[src/design/gdd_pkg.sv]
`default_nettype none
// ============================================================================
// gdd_pkg - shared types, constants and calendar tables
// Types and helpers used by the front, queue and back of the date
// difference block.
// ============================================================================
package gdd_pkg;

    localparam int unsigned C_DAY_W   = 5;
    localparam int unsigned C_MONTH_W = 4;
    localparam int unsigned C_YEAR_W  = 14;
    localparam int unsigned C_CENT_W  = 8;   // year / 100 for any 14-bit year
    localparam int unsigned C_DIFF_W  = 22;
    localparam int unsigned C_TAIL_W  = 9;   // days before month + leap + day

    localparam logic [C_YEAR_W-1:0] C_YEAR_MAX = 14'd9999;

    // y / 100 == (y * 5243) >> 19, exact over the whole 14-bit range
    localparam int unsigned         C_DIV100_SHIFT = 19;
    localparam logic [12:0]         C_DIV100_MUL   = 13'd5243;
    localparam int unsigned         C_DIV100_PROD_W = C_YEAR_W + 13;

    localparam logic [C_MONTH_W-1:0] C_MONTH_JAN = 4'd1;
    localparam logic [C_MONTH_W-1:0] C_MONTH_FEB = 4'd2;
    localparam logic [C_MONTH_W-1:0] C_MONTH_DEC = 4'd12;
    localparam logic [C_DAY_W-1:0]   C_FEB_LEAP_DAY = 5'd29;

    localparam logic signed [1:0] C_ORDER_LATER   = 2'sb01;
    localparam logic signed [1:0] C_ORDER_EQUAL   = 2'sb00;
    localparam logic signed [1:0] C_ORDER_EARLIER = 2'sb11;

    localparam int unsigned C_QUEUE_DEPTH = 4;
    localparam int unsigned C_QPTR_W      = $clog2(C_QUEUE_DEPTH);
    localparam int unsigned C_QCNT_W      = $clog2(C_QUEUE_DEPTH + 1);

    // One date after classification in the front
    typedef struct packed {
        logic [C_DAY_W-1:0]   day;
        logic [C_MONTH_W-1:0] month;
        logic [C_YEAR_W-1:0]  year;
        logic [C_CENT_W-1:0]  cent_q;   // year / 100
        logic                 base_ok;  // valid if Feb 29 is allowed
        logic                 feb29;
    } t_date_cls;

    typedef struct packed {
        t_date_cls         first;
        t_date_cls         second;
        logic signed [1:0] order;
    } t_front_item;

    // Longest possible length of each month (Feb taken as 29)
    function automatic logic [C_DAY_W-1:0] month_len(input logic [C_MONTH_W-1:0] m);
        logic [C_DAY_W-1:0] len;
        unique case (m)
            4'd1, 4'd3, 4'd5, 4'd7, 4'd8, 4'd10, 4'd12: len = 5'd31;
            4'd4, 4'd6, 4'd9, 4'd11:                    len = 5'd30;
            4'd2:                                       len = 5'd29;
            default:                                    len = 5'd0;
        endcase
        return len;
    endfunction

    // Days in a common year before the first of month m
    function automatic logic [C_TAIL_W-1:0] days_before(input logic [C_MONTH_W-1:0] m);
        logic [C_TAIL_W-1:0] n;
        unique case (m)
            4'd2:    n = 9'd31;
            4'd3:    n = 9'd59;
            4'd4:    n = 9'd90;
            4'd5:    n = 9'd120;
            4'd6:    n = 9'd151;
            4'd7:    n = 9'd181;
            4'd8:    n = 9'd212;
            4'd9:    n = 9'd243;
            4'd10:   n = 9'd273;
            4'd11:   n = 9'd304;
            4'd12:   n = 9'd334;
            default: n = 9'd0;
        endcase
        return n;
    endfunction

endpackage
`default_nettype wire

[src/design/gdd_front.sv]
`default_nettype none
// ============================================================================
// gdd_front - date classification
// Range checks each date, orders the raw fields and forms year / 100 by
// reciprocal multiply, ready for the queue.
// ============================================================================
module gdd_front (
    input  wire logic [gdd_pkg::C_DAY_W-1:0]   i_first_day,
    input  wire logic [gdd_pkg::C_MONTH_W-1:0] i_first_month,
    input  wire logic [gdd_pkg::C_YEAR_W-1:0]  i_first_year,
    input  wire logic [gdd_pkg::C_DAY_W-1:0]   i_second_day,
    input  wire logic [gdd_pkg::C_MONTH_W-1:0] i_second_month,
    input  wire logic [gdd_pkg::C_YEAR_W-1:0]  i_second_year,
    output gdd_pkg::t_front_item               o_item
);

    function automatic gdd_pkg::t_date_cls classify(
        input logic [gdd_pkg::C_DAY_W-1:0]   d,
        input logic [gdd_pkg::C_MONTH_W-1:0] m,
        input logic [gdd_pkg::C_YEAR_W-1:0]  y
    );
        gdd_pkg::t_date_cls                     c;
        logic [gdd_pkg::C_DIV100_PROD_W-1:0]    prod;
        logic                                   year_ok;
        logic                                   month_ok;
        prod     = gdd_pkg::C_DIV100_PROD_W'(y) *
                   gdd_pkg::C_DIV100_PROD_W'(gdd_pkg::C_DIV100_MUL);
        year_ok  = (y != '0) && (y <= gdd_pkg::C_YEAR_MAX);
        month_ok = (m >= gdd_pkg::C_MONTH_JAN) && (m <= gdd_pkg::C_MONTH_DEC);
        c.day     = d;
        c.month   = m;
        c.year    = y;
        c.cent_q  = prod[gdd_pkg::C_DIV100_SHIFT +: gdd_pkg::C_CENT_W];
        c.base_ok = year_ok && month_ok && (d != '0) && (d <= gdd_pkg::month_len(m));
        c.feb29   = (m == gdd_pkg::C_MONTH_FEB) && (d == gdd_pkg::C_FEB_LEAP_DAY);
        return c;
    endfunction

    logic signed [1:0] order;

    always_comb begin
        priority if (i_first_year != i_second_year) begin
            order = (i_first_year > i_second_year) ? gdd_pkg::C_ORDER_LATER
                                                   : gdd_pkg::C_ORDER_EARLIER;
        end else if (i_first_month != i_second_month) begin
            order = (i_first_month > i_second_month) ? gdd_pkg::C_ORDER_LATER
                                                     : gdd_pkg::C_ORDER_EARLIER;
        end else if (i_first_day != i_second_day) begin
            order = (i_first_day > i_second_day) ? gdd_pkg::C_ORDER_LATER
                                                 : gdd_pkg::C_ORDER_EARLIER;
        end else begin
            order = gdd_pkg::C_ORDER_EQUAL;
        end
    end

    always_comb begin
        o_item.first  = classify(i_first_day, i_first_month, i_first_year);
        o_item.second = classify(i_second_day, i_second_month, i_second_year);
        o_item.order  = order;
    end

endmodule
`default_nettype wire

[src/design/gdd_queue.sv]
`default_nettype none
// ============================================================================
// gdd_queue - classified item queue
// Small flop-based FIFO between the front and the back.
// ============================================================================
module gdd_queue (
    input  wire logic                 i_clk,
    input  wire logic                 i_rst_n,
    input  wire logic                 i_push,
    input  wire gdd_pkg::t_front_item i_data,
    output logic                      o_full,
    output logic                      o_empty,
    input  wire logic                 i_pop,
    output gdd_pkg::t_front_item      o_data
);

    gdd_pkg::t_front_item r_mem [gdd_pkg::C_QUEUE_DEPTH];

    logic [gdd_pkg::C_QPTR_W-1:0] r_wr_ptr, n_wr_ptr;
    logic [gdd_pkg::C_QPTR_W-1:0] r_rd_ptr, n_rd_ptr;
    logic [gdd_pkg::C_QCNT_W-1:0] r_count, n_count;

    assign o_full  = (r_count == gdd_pkg::C_QCNT_W'(gdd_pkg::C_QUEUE_DEPTH));
    assign o_empty = (r_count == '0);
    assign o_data  = r_mem[r_rd_ptr];

    always_comb begin
        n_wr_ptr = i_push ? r_wr_ptr + 1'b1 : r_wr_ptr;
        n_rd_ptr = i_pop  ? r_rd_ptr + 1'b1 : r_rd_ptr;
        n_count  = r_count + gdd_pkg::C_QCNT_W'(i_push) - gdd_pkg::C_QCNT_W'(i_pop);
    end

    always_ff @(posedge i_clk) begin
        if (!i_rst_n) begin
            r_wr_ptr <= '0;
            r_rd_ptr <= '0;
            r_count  <= '0;
        end else begin
            r_wr_ptr <= n_wr_ptr;
            r_rd_ptr <= n_rd_ptr;
            r_count  <= n_count;
        end
    end

    always_ff @(posedge i_clk) begin
        if (i_push) begin
            r_mem[r_wr_ptr] <= i_data;
        end
    end

`ifndef SYNTHESIS
    a_no_pop_empty: assert property (@(posedge i_clk) disable iff (!i_rst_n)
        i_pop |-> r_count != '0)
        else $error("queue popped while empty");

    a_no_push_full: assert property (@(posedge i_clk) disable iff (!i_rst_n)
        i_push |-> r_count != gdd_pkg::C_QCNT_W'(gdd_pkg::C_QUEUE_DEPTH))
        else $error("queue pushed while full");
`endif

endmodule
`default_nettype wire

[src/design/gdd_back.sv]
`default_nettype none
// ============================================================================
// gdd_back - serial day count and difference
// Three-stage pipeline: leap/validity and year base, serial day number,
// absolute difference into the output register.
// ============================================================================
module gdd_back (
    input  wire logic                          i_clk,
    input  wire logic                          i_rst_n,
    input  wire logic                          i_empty,
    input  wire gdd_pkg::t_front_item          i_data,
    output logic                               o_pop,
    output logic                               o_out_valid,
    input  wire logic                          i_out_ready,
    output logic                               o_first_valid,
    output logic                               o_second_valid,
    output logic signed [1:0]                  o_order,
    output logic [gdd_pkg::C_DIFF_W-1:0]       o_day_difference
);

    typedef struct packed {
        logic                           valid;
        logic [gdd_pkg::C_DIFF_W-1:0]   base;   // 365*p + p/4
        logic [gdd_pkg::C_CENT_W-1:0]   pq;     // p / 100
        logic [gdd_pkg::C_TAIL_W-1:0]   tail;
    } t_s1_date;

    function automatic t_s1_date stage1(input gdd_pkg::t_date_cls c);
        t_s1_date                         r;
        logic [gdd_pkg::C_YEAR_W:0]       hundreds;
        logic                             cent;
        logic                             leap;
        logic [gdd_pkg::C_YEAR_W-1:0]     p;
        hundreds = (gdd_pkg::C_YEAR_W+1)'(c.cent_q) * (gdd_pkg::C_YEAR_W+1)'(100);
        cent     = ({1'b0, c.year} == hundreds);
        leap     = (c.year[1:0] == 2'b00) && (!cent || (c.cent_q[1:0] == 2'b00));
        p        = c.year - 1'b1;
        r.valid  = c.base_ok && (!c.feb29 || leap);
        r.base   = gdd_pkg::C_DIFF_W'(p) * gdd_pkg::C_DIFF_W'(365)
                 + gdd_pkg::C_DIFF_W'(p[gdd_pkg::C_YEAR_W-1:2]);
        // a century year has p/100 one below year/100
        r.pq     = c.cent_q - gdd_pkg::C_CENT_W'(cent);
        r.tail   = gdd_pkg::days_before(c.month)
                 + gdd_pkg::C_TAIL_W'(leap && (c.month > gdd_pkg::C_MONTH_FEB))
                 + gdd_pkg::C_TAIL_W'(c.day);
        return r;
    endfunction

    function automatic logic [gdd_pkg::C_DIFF_W-1:0] serial(input t_s1_date s);
        return s.base - gdd_pkg::C_DIFF_W'(s.pq)
             + gdd_pkg::C_DIFF_W'(s.pq[gdd_pkg::C_CENT_W-1:2])
             + gdd_pkg::C_DIFF_W'(s.tail);
    endfunction

    logic advance;

    logic                         r_s1_vld;
    t_s1_date                     r_s1_a, r_s1_b;
    logic signed [1:0]            r_s1_order;

    logic                         r_s2_vld;
    logic                         r_s2_va, r_s2_vb;
    logic [gdd_pkg::C_DIFF_W-1:0] r_s2_sa, r_s2_sb;
    logic signed [1:0]            r_s2_order;

    logic                         r_out_valid;
    logic                         r_first_valid, r_second_valid;
    logic signed [1:0]            r_order;
    logic [gdd_pkg::C_DIFF_W-1:0] r_diff, n_diff;

    // whole pipeline moves together; stalls only when the output item waits
    assign advance = !r_out_valid || i_out_ready;
    assign o_pop   = advance && !i_empty;

    always_comb begin
        if (!(r_s2_va && r_s2_vb)) begin
            n_diff = '0;
        end else if (r_s2_sa >= r_s2_sb) begin
            n_diff = r_s2_sa - r_s2_sb;
        end else begin
            n_diff = r_s2_sb - r_s2_sa;
        end
    end

    always_ff @(posedge i_clk) begin
        if (!i_rst_n) begin
            r_s1_vld    <= 1'b0;
            r_s2_vld    <= 1'b0;
            r_out_valid <= 1'b0;
        end else if (advance) begin
            r_s1_vld    <= !i_empty;
            r_s2_vld    <= r_s1_vld;
            r_out_valid <= r_s2_vld;
        end
    end

    always_ff @(posedge i_clk) begin
        if (advance) begin
            r_s1_a         <= stage1(i_data.first);
            r_s1_b         <= stage1(i_data.second);
            r_s1_order     <= i_data.order;
            r_s2_va        <= r_s1_a.valid;
            r_s2_vb        <= r_s1_b.valid;
            r_s2_sa        <= serial(r_s1_a);
            r_s2_sb        <= serial(r_s1_b);
            r_s2_order     <= r_s1_order;
            r_first_valid  <= r_s2_va;
            r_second_valid <= r_s2_vb;
            r_order        <= r_s2_order;
            r_diff         <= n_diff;
        end
    end

    assign o_out_valid      = r_out_valid;
    assign o_first_valid    = r_first_valid;
    assign o_second_valid   = r_second_valid;
    assign o_order          = r_order;
    assign o_day_difference = r_diff;

endmodule
`default_nettype wire

[src/design/gregorian_date_difference.sv]
`default_nettype none
// ============================================================================
// gregorian_date_difference - days between two Gregorian dates
// Validates two dates, orders them and gives the absolute day count.
// ============================================================================
// Takes one pair of dates per cycle and sustains one result per cycle
// while the output is not held. An accepted pair goes through the
// four-entry queue behind the classifying front, then two back stages that
// form the serial day numbers, then the output register. While the output
// item waits the back holds, and the queue absorbs up to four more pairs
// before in_ready drops. A date is valid for years 1..9999, months 1..12
// and days 1..month length with Gregorian leap years; the difference is 0
// when either date is invalid, while the order always compares the raw
// year, month and day fields.
module gregorian_date_difference (
    input  wire logic                          i_clk,
    input  wire logic                          i_rst_n,
    input  wire logic                          i_in_valid,
    output logic                               o_in_ready,
    input  wire logic [gdd_pkg::C_DAY_W-1:0]   i_first_day,
    input  wire logic [gdd_pkg::C_MONTH_W-1:0] i_first_month,
    input  wire logic [gdd_pkg::C_YEAR_W-1:0]  i_first_year,
    input  wire logic [gdd_pkg::C_DAY_W-1:0]   i_second_day,
    input  wire logic [gdd_pkg::C_MONTH_W-1:0] i_second_month,
    input  wire logic [gdd_pkg::C_YEAR_W-1:0]  i_second_year,
    output logic                               o_out_valid,
    input  wire logic                          i_out_ready,
    output logic                               o_first_valid,
    output logic                               o_second_valid,
    output logic signed [1:0]                  o_order,
    output logic [gdd_pkg::C_DIFF_W-1:0]       o_day_difference
);

    gdd_pkg::t_front_item front_item;
    gdd_pkg::t_front_item queue_item;
    logic                 q_full;
    logic                 q_empty;
    logic                 q_pop;
    logic                 push;

    assign o_in_ready = !q_full;
    assign push       = i_in_valid && !q_full;

    gdd_front u_front (
        .i_first_day    (i_first_day),
        .i_first_month  (i_first_month),
        .i_first_year   (i_first_year),
        .i_second_day   (i_second_day),
        .i_second_month (i_second_month),
        .i_second_year  (i_second_year),
        .o_item         (front_item)
    );

    gdd_queue u_queue (
        .i_clk   (i_clk),
        .i_rst_n (i_rst_n),
        .i_push  (push),
        .i_data  (front_item),
        .o_full  (q_full),
        .o_empty (q_empty),
        .i_pop   (q_pop),
        .o_data  (queue_item)
    );

    gdd_back u_back (
        .i_clk            (i_clk),
        .i_rst_n          (i_rst_n),
        .i_empty          (q_empty),
        .i_data           (queue_item),
        .o_pop            (q_pop),
        .o_out_valid      (o_out_valid),
        .i_out_ready      (i_out_ready),
        .o_first_valid    (o_first_valid),
        .o_second_valid   (o_second_valid),
        .o_order          (o_order),
        .o_day_difference (o_day_difference)
    );

`ifndef SYNTHESIS
    a_invalid_no_diff: assert property (@(posedge i_clk) disable iff (!i_rst_n)
        o_out_valid && (!o_first_valid || !o_second_valid) |-> o_day_difference == '0)
        else $error("nonzero difference with an invalid date");

    a_equal_no_diff: assert property (@(posedge i_clk) disable iff (!i_rst_n)
        o_out_valid && (o_order == gdd_pkg::C_ORDER_EQUAL) |-> o_day_difference == '0)
        else $error("nonzero difference for equal dates");
`endif

endmodule
`default_nettype wire

[config.mk]
export PLATFORM = sky130hd
export DESIGN_NAME = gregorian_date_difference
export DESIGN_NICKNAME = d
export VERILOG_FILES = /design/src/design/gdd_pkg.sv /design/src/design/gdd_front.sv /design/src/design/gdd_queue.sv /design/src/design/gdd_back.sv /design/src/design/gregorian_date_difference.sv
export SDC_FILE = /design/constraint.sdc
export NUM_CORES = 2
export LEC_CHECK = 0
export BUFFER_PORTS_ARGS = -buffer_cell sky130_fd_sc_hd__buf_2
export CAP_MARGIN = 20
export CORE_MARGIN = 2
export CORE_UTILIZATION = 45
export CTS_BUF_LIST = sky130_fd_sc_hd__clkbuf_8 sky130_fd_sc_hd__clkbuf_16
export CTS_CLUSTER_DIAMETER = 40
export CTS_CLUSTER_SIZE = 20
export DETAILED_ROUTE_END_ITERATION = 6
export HOLD_SLACK_MARGIN = 0.03
export PLACE_DENSITY = 0.56
export SLEW_MARGIN = 20
export SYNTH_ARGS = -nofsm -noshare
export SYNTH_HDL_FRONTEND = slang
export SYNTH_SLANG_ARGS = --single-unit
[constraint.sdc]
create_clock -name i_clk -period 8.1 [get_ports i_clk]
set_input_delay 1.215 -clock i_clk [delete_from_list [all_inputs] [get_ports i_clk]]
set_output_delay 1.215 -clock i_clk [all_outputs]
set_load 0.005 [all_outputs]
=== Word level (Yosys, flattened, before mapping) ===
Memories as Yosys holds them, arrays and structs flattened. A register that Yosys moved wholly into a read port is not among the register bits.
Cells that the tools add are included.

* Register bits: 166
* Bits in writable memories: 272
* Bits in read-only memories: 448
* Output and inout bits: 28
* Word-level logic and storage cells: 136
* Memories: 5

{| class="wikitable"
|+ Memories
! memory !! depth !! width !! read ports !! clocked after Yosys merged registers in !! write ports !! RTL line !! source
|-
| u_queue.r_mem || 4 || 68 || 1 || 1 || 1 || gdd_queue.sv:17 || <nowiki>gdd_pkg::t_front_item r_mem [gdd_pkg::C_QUEUE_DEPTH];</nowiki>
|-
| (no name shown) || 16 || 9 || 1 || 0 || 0 || gdd_pkg.sv:67 || <nowiki>unique case (m)</nowiki>
|-
| (no name shown) || 16 || 9 || 1 || 0 || 0 || gdd_pkg.sv:67 ||
|-
| (no name shown) || 16 || 5 || 1 || 0 || 0 || gdd_pkg.sv:55 || <nowiki>unique case (m)</nowiki>
|-
| (no name shown) || 16 || 5 || 1 || 0 || 0 || gdd_pkg.sv:55 ||
|}

* Add/subtract/negate cells: 22
* $mul: 6
* Magnitude comparators: 14
* Eq/ne operators: 10
* Multiplexer cells: 13
* Reductions and logical operators: 42

{| class="wikitable"
|+ Operators with widths
! kind !! count
|-
| $mul A14 B13 Y27 const B || 2
|-
| $add A22 B12 Y22 || 2
|-
| $add A22 B6 Y22 || 2
|-
| $add A22 B9 Y22 || 2
|-
| $mul A14 B9 Y22 const B || 2
|-
| $sub A22 B22 Y22 || 2
|-
| $sub A22 B8 Y22 || 2
|-
| $eq A14 B15 Y1 || 2
|-
| $le A14 B14 Y1 const B || 2
|-
| $reduce_bool A14 Y1 || 2
|-
| $sub A14 B1 Y14 const B || 2
|-
| $mul A8 B5 Y13 const B || 2
|-
| $ge A22 B22 Y1 || 1
|-
| $mux W22 || 1
|-
| $logic_and A1 B1 Y1 || 21
|-
| $add A9 B1 Y9 || 2
|-
| $add A9 B5 Y9 || 2
|-
| $mux W9 || 2
|-
| $mux W2 || 8
|-
| $sub A8 B1 Y8 || 2
|-
| $gt A14 B14 Y1 || 1
|-
| $ne A14 B14 Y1 || 1
|-
| $eq A5 B5 Y1 const B || 2
|-
| $le A5 B5 Y1 || 2
|-
| other kinds (18) || 38
|}

=== Longest topological paths before layout ===
* Depth in word-level cells: 8
* Mapped depth: 30

=== By module ===
Synthesis repeated with hierarchy kept, for this count alone.

* Cells, all modules: 3302
* Area total of the unflattened synthesis: 38255.4 um^2

{| class="wikitable"
|+ Modules (own cells, without submodules)
! module !! times used !! cells each !! area an instance (um^2) !! seq. area each (um^2)
|-
| gdd_back || 1 || 2013 || 19638.8 || 4744.6
|-
| gdd_queue || 1 || 399 || 10278.6 || 8348.0
|-
| gdd_front || 1 || 888 || 8328.0 || 0.0
|-
| gregorian_date_difference || 1 || 2 || 10.0 || 0.0
|}

=== Worst setup path after synthesis ===
No wires, ideal clock.

* Path type: register -> register
* Start point: register with a tool-made name
* End point: register u_back.r_s1_b[8] in the netlist's numbering (data pin)
* Setup time: 256 ps
* Data arrival time: 7151 ps
* Data required time: 7844 ps
* Setup slack: 693 ps
* Cell stages (with the launch flop): 31
* Buffers on the path: 5
* Cells stage by stage: dfxtp_1 buf_6 buf_4 buf_2 buf_2 buf_2 mux4_2 inv_1 ha_1 ha_1 fa_1 ha_1 nor2b_1 o21ai_0 a21boi_0 o21ai_0 a21oi_1 xor2_1 or4_1 o21ai_0 nor2_1 fa_1 fa_1 a21oi_1 nor2_1 nor2_1 nor2b_1 o21ai_0 nor2_1 a221o_1 a22o_1

{| class="wikitable"
|+ RTL lines
! element !! RTL line !! source
|-
| end signal, assigned || gdd_back.sv:100 || <nowiki>r_s1_b <= stage1(i_data.second);</nowiki>
|-
| end, declared || gdd_back.sv:58 || <nowiki>t_s1_date r_s1_a, r_s1_b;</nowiki>
|}

==> impl_metrics.toml <==
[global_routing]
grt_pass1_wl_um = 128000
overflow = 0
grt_max_degree = 80
grt-busiest-layer = "met2"
use_met2_pct = 33.2
grt_pass1_vias = 24529
antenna_found_initial = 1
grtUsageTotal_pct = 18.8
grt_util_met1_pct = 24.7
grt_use_met3_pct = 1.79

[clock_tree]
worstSkewPairLatency_ns = 0.65
postCtsSetupBuffers = 0
clock_sinks = 440
cts_inserted_buffers = 60
cts_tree = "built"
clk_pin_slew_ns = 0.06
ctsHtreeMaxLevel = 2
cts_root_buffer = "clkbuf_16"
clk_path_buf_depth = 3

[layout]
nNetsFinal = 4191
final_area_mm2 = 0.0410
area_growth_pct = 10.5
drive_gt1_share_pct = 8.75
n_antenna_cell = 0
final_cells = 4394

[worst_setup_path]
worstRegToRegCells = 27
worstReg2RegEnd = "u_back.r_s1_a[8]"
critical_path.max_fanout = 35
cp-end-kind = "flop"
rrSetupSlack_ns = 0.46
crit_buf_inv = 5
cp.depth = 27
cp-endpoint = "u_back.r_s1_a[8]"
cpMaxStageDelayCell = "mux4_2"
cpPeakStageDelay_ns = 0.63
worstPathRequired_ns = 8.45
worstPathArrival_ns = 8.00
critPathLaunchType = "flop"
critical_path_class = "flop to flop"
cp_top_family = "adder cells"

[synth]
synth_top_flop_cell = "edfxtp_1"
ys_ff_latch = 440
synth_nets = 4073
yosysMostFrequentCell = "inv_1"
syn_area_mm2 = 0.0371
synth-seq-area-share_pct = 35.3
synth.distinct_cells = 79
yosys.area.top_type = "edfxtp_1"
synth_area_per_cell_um2 = 11.8
netlist_instances = 3155
synth_warnings = 0
synth_common_cells = "inv_1, ha_1, edfxtp_1, fa_1, xnor2_1"
yosysTopAreaCellShare_pct = 34.7
synth_area_leaders = "edfxtp_1, ha_1, fa_1"
ys_async_sr_fraction_pct = 0
synth_edf_count = 428

[sta]
period_share_pct = 94.4
rsz0062_at_grt = "no"
hold_viol_final = 0
max_freq_mhz = 131
clock_skew_ns = 0.0518
period_needed_ns = 7.64
setup_viol = 0
fin_setup_tns_ns = 0
slew_viol_final = 0
tightest_slew_ns = 1.03
slew_headroom_pct = 30.8

[detailed_routing]
drc_errors = 0
post_drt_via_cell_ratio = 5.18
wl_per_cell_um = 17.7
antenna_left = 0
dr.pass1.iters = 5
vias = 22767
drt-total-wl_um = 77700
drt_iter0_drc = 968

[flow_run]
drv_cap = 0

[place]
port_buffers = 77
gp_congestion = 0.895
dp.cells = 4281
hpwl_um = 61900
post_dp_cell_area_mm2 = 0.0388

[floorplanning]
initial_utilization_pct = 45.3
die-height_um = 291
die_area_mm2 = 0.0847
boundaryPins = 78
die_w_um = 291
core_mm2 = 0.0818
rows = 105

[run_status]
outcome = "finished, final reports clean"

[worst_hold_path]
hold_class = "flop to flop"
## sequential cells by signal (all words and copies together), names as in the netlist, 3 cells and up, named ones only
register / count
u_queue.r_count: 3
u_back.r_s1_b: 40
u_back.o_day_difference: 22
u_back.r_s2_sa: 22
u_back.r_s2_sb: 22
u_back.r_s1_a: 40
u_queue.r_mem: 272
## final cells by class
cell class | instances | area, um2
inverter | 642 | 2410
sequential | 440 | 13100
timing repair buffer | 94 | 546
clock buffer | 60 | 1500
clock inverter | 53 | 624
fill | 7180 | 40900
tap | 1070 | 1340
multi-input combinational | 2035 | 21400
## routing by layer
metal  vias up  routed length, um
met5         -                  0
met4         0               1950
met3       113               2200
met2       343              38400
met1     11179              35200
li1      11132                  -
## repair_timing
item                                    in CTS  in global routing
endpoints found under the setup margin       1                  2
hold buffers                                 0                  0
resized for setup                            1                  2
pin swaps                                    0                  0
## how the worst min path moves through the flow
stage / startpoint / to / slack [ns] / cells past startpoint
5_1_grt: u_back.r_s2_order[0] / u_back.o_order[0] / 0.43 / 0
4_1_cts: u_back.r_s2_order[0] / u_back.o_order[0] / 0.42 / 0
6_report: u_back.r_s1_order[0] / u_back.r_s2_order[0] / 0.42 / 0
3_5_place_dp: u_back.r_s2_order[0] / u_back.o_order[0] / 0.41 / 0
3_3_place_gp: u_back.r_s1_order[1] / u_back.r_s2_order[1] / 0.40 / 0
2_1_floorplan: u_back.r_s2_order[0] / u_back.o_order[0] / 0.40 / 0
## worst register-to-register path: cells and delay by family (launching register included)
family	cells	cell delay, ns
multiplexers	1	0.65
adder cells (fa/ha/maj)	6	2.18
flip-flops	1	0.51
XOR/XNOR	2	0.30
AO/OA/AOI/OAI	6	1.66
buffers and inverters	5	1.00
AND/OR/NAND/NOR	7	1.05
## logic make-up after synthesis
kind of cell | Yosys count | synth area share (%)
DFF | 440 | 35.3
adders and majority gates | 868 | 34.7
AOI/OAI and AO/OA | 422 | 7.37
muxes | 93 | 4.77
buffers and inverters | 680 | 6.94
xor gates and xnor gates | 195 | 4.70
and+or+nand+nor | 457 | 6.20
## metrics by stage
step / utilization [%] / hold WS [ns] / setup WS [ns]
final: 50.1 / 0.423 / 0.455
after global routing: 50.1 / 0.426 / 0.00539
after CTS: 50.1 / 0.425 / 0.221
after detailed placement: 47.4 / 0.411 / 0.0695
after global placement: 47.4 / 0.404 / 0.255
after floorplan: - / 0.400 / 0.693
## layout by cell type, fill, tap and decap left out, drive strengths merged, types with 18 or more instances in the layout
| cell type | Yosys | routed |
|---|---|---|
| inv | 642 | 664 |
| o21ai | 83 | 83 |
| clkbuf | 22 | 60 |
| nand4 | 19 | 19 |
| o21a | 32 | 32 |
| and3 | 21 | 21 |
| mux2i | 24 | 24 |
| xor2 | 49 | 49 |
| nand2b | 21 | 21 |
| xnor2 | 145 | 145 |
| edfxtp | 428 | 428 |
| mux4 | 66 | 66 |
| clkinv | 0 | 23 |
| buf | 16 | 94 |
| a211oi | 18 | 18 |
| a21o | 48 | 48 |
| nor2b | 35 | 35 |
| nor2 | 104 | 104 |
| nor3 | 44 | 44 |
| a21oi | 123 | 123 |
| ha | 599 | 599 |
| fa | 269 | 269 |
| nand2 | 100 | 100 |
| nand3 | 41 | 41 |
Power is left out: the tool's default activity adds up to more than one toggle a clock period on the data nets, which glitch-free logic cannot reach.
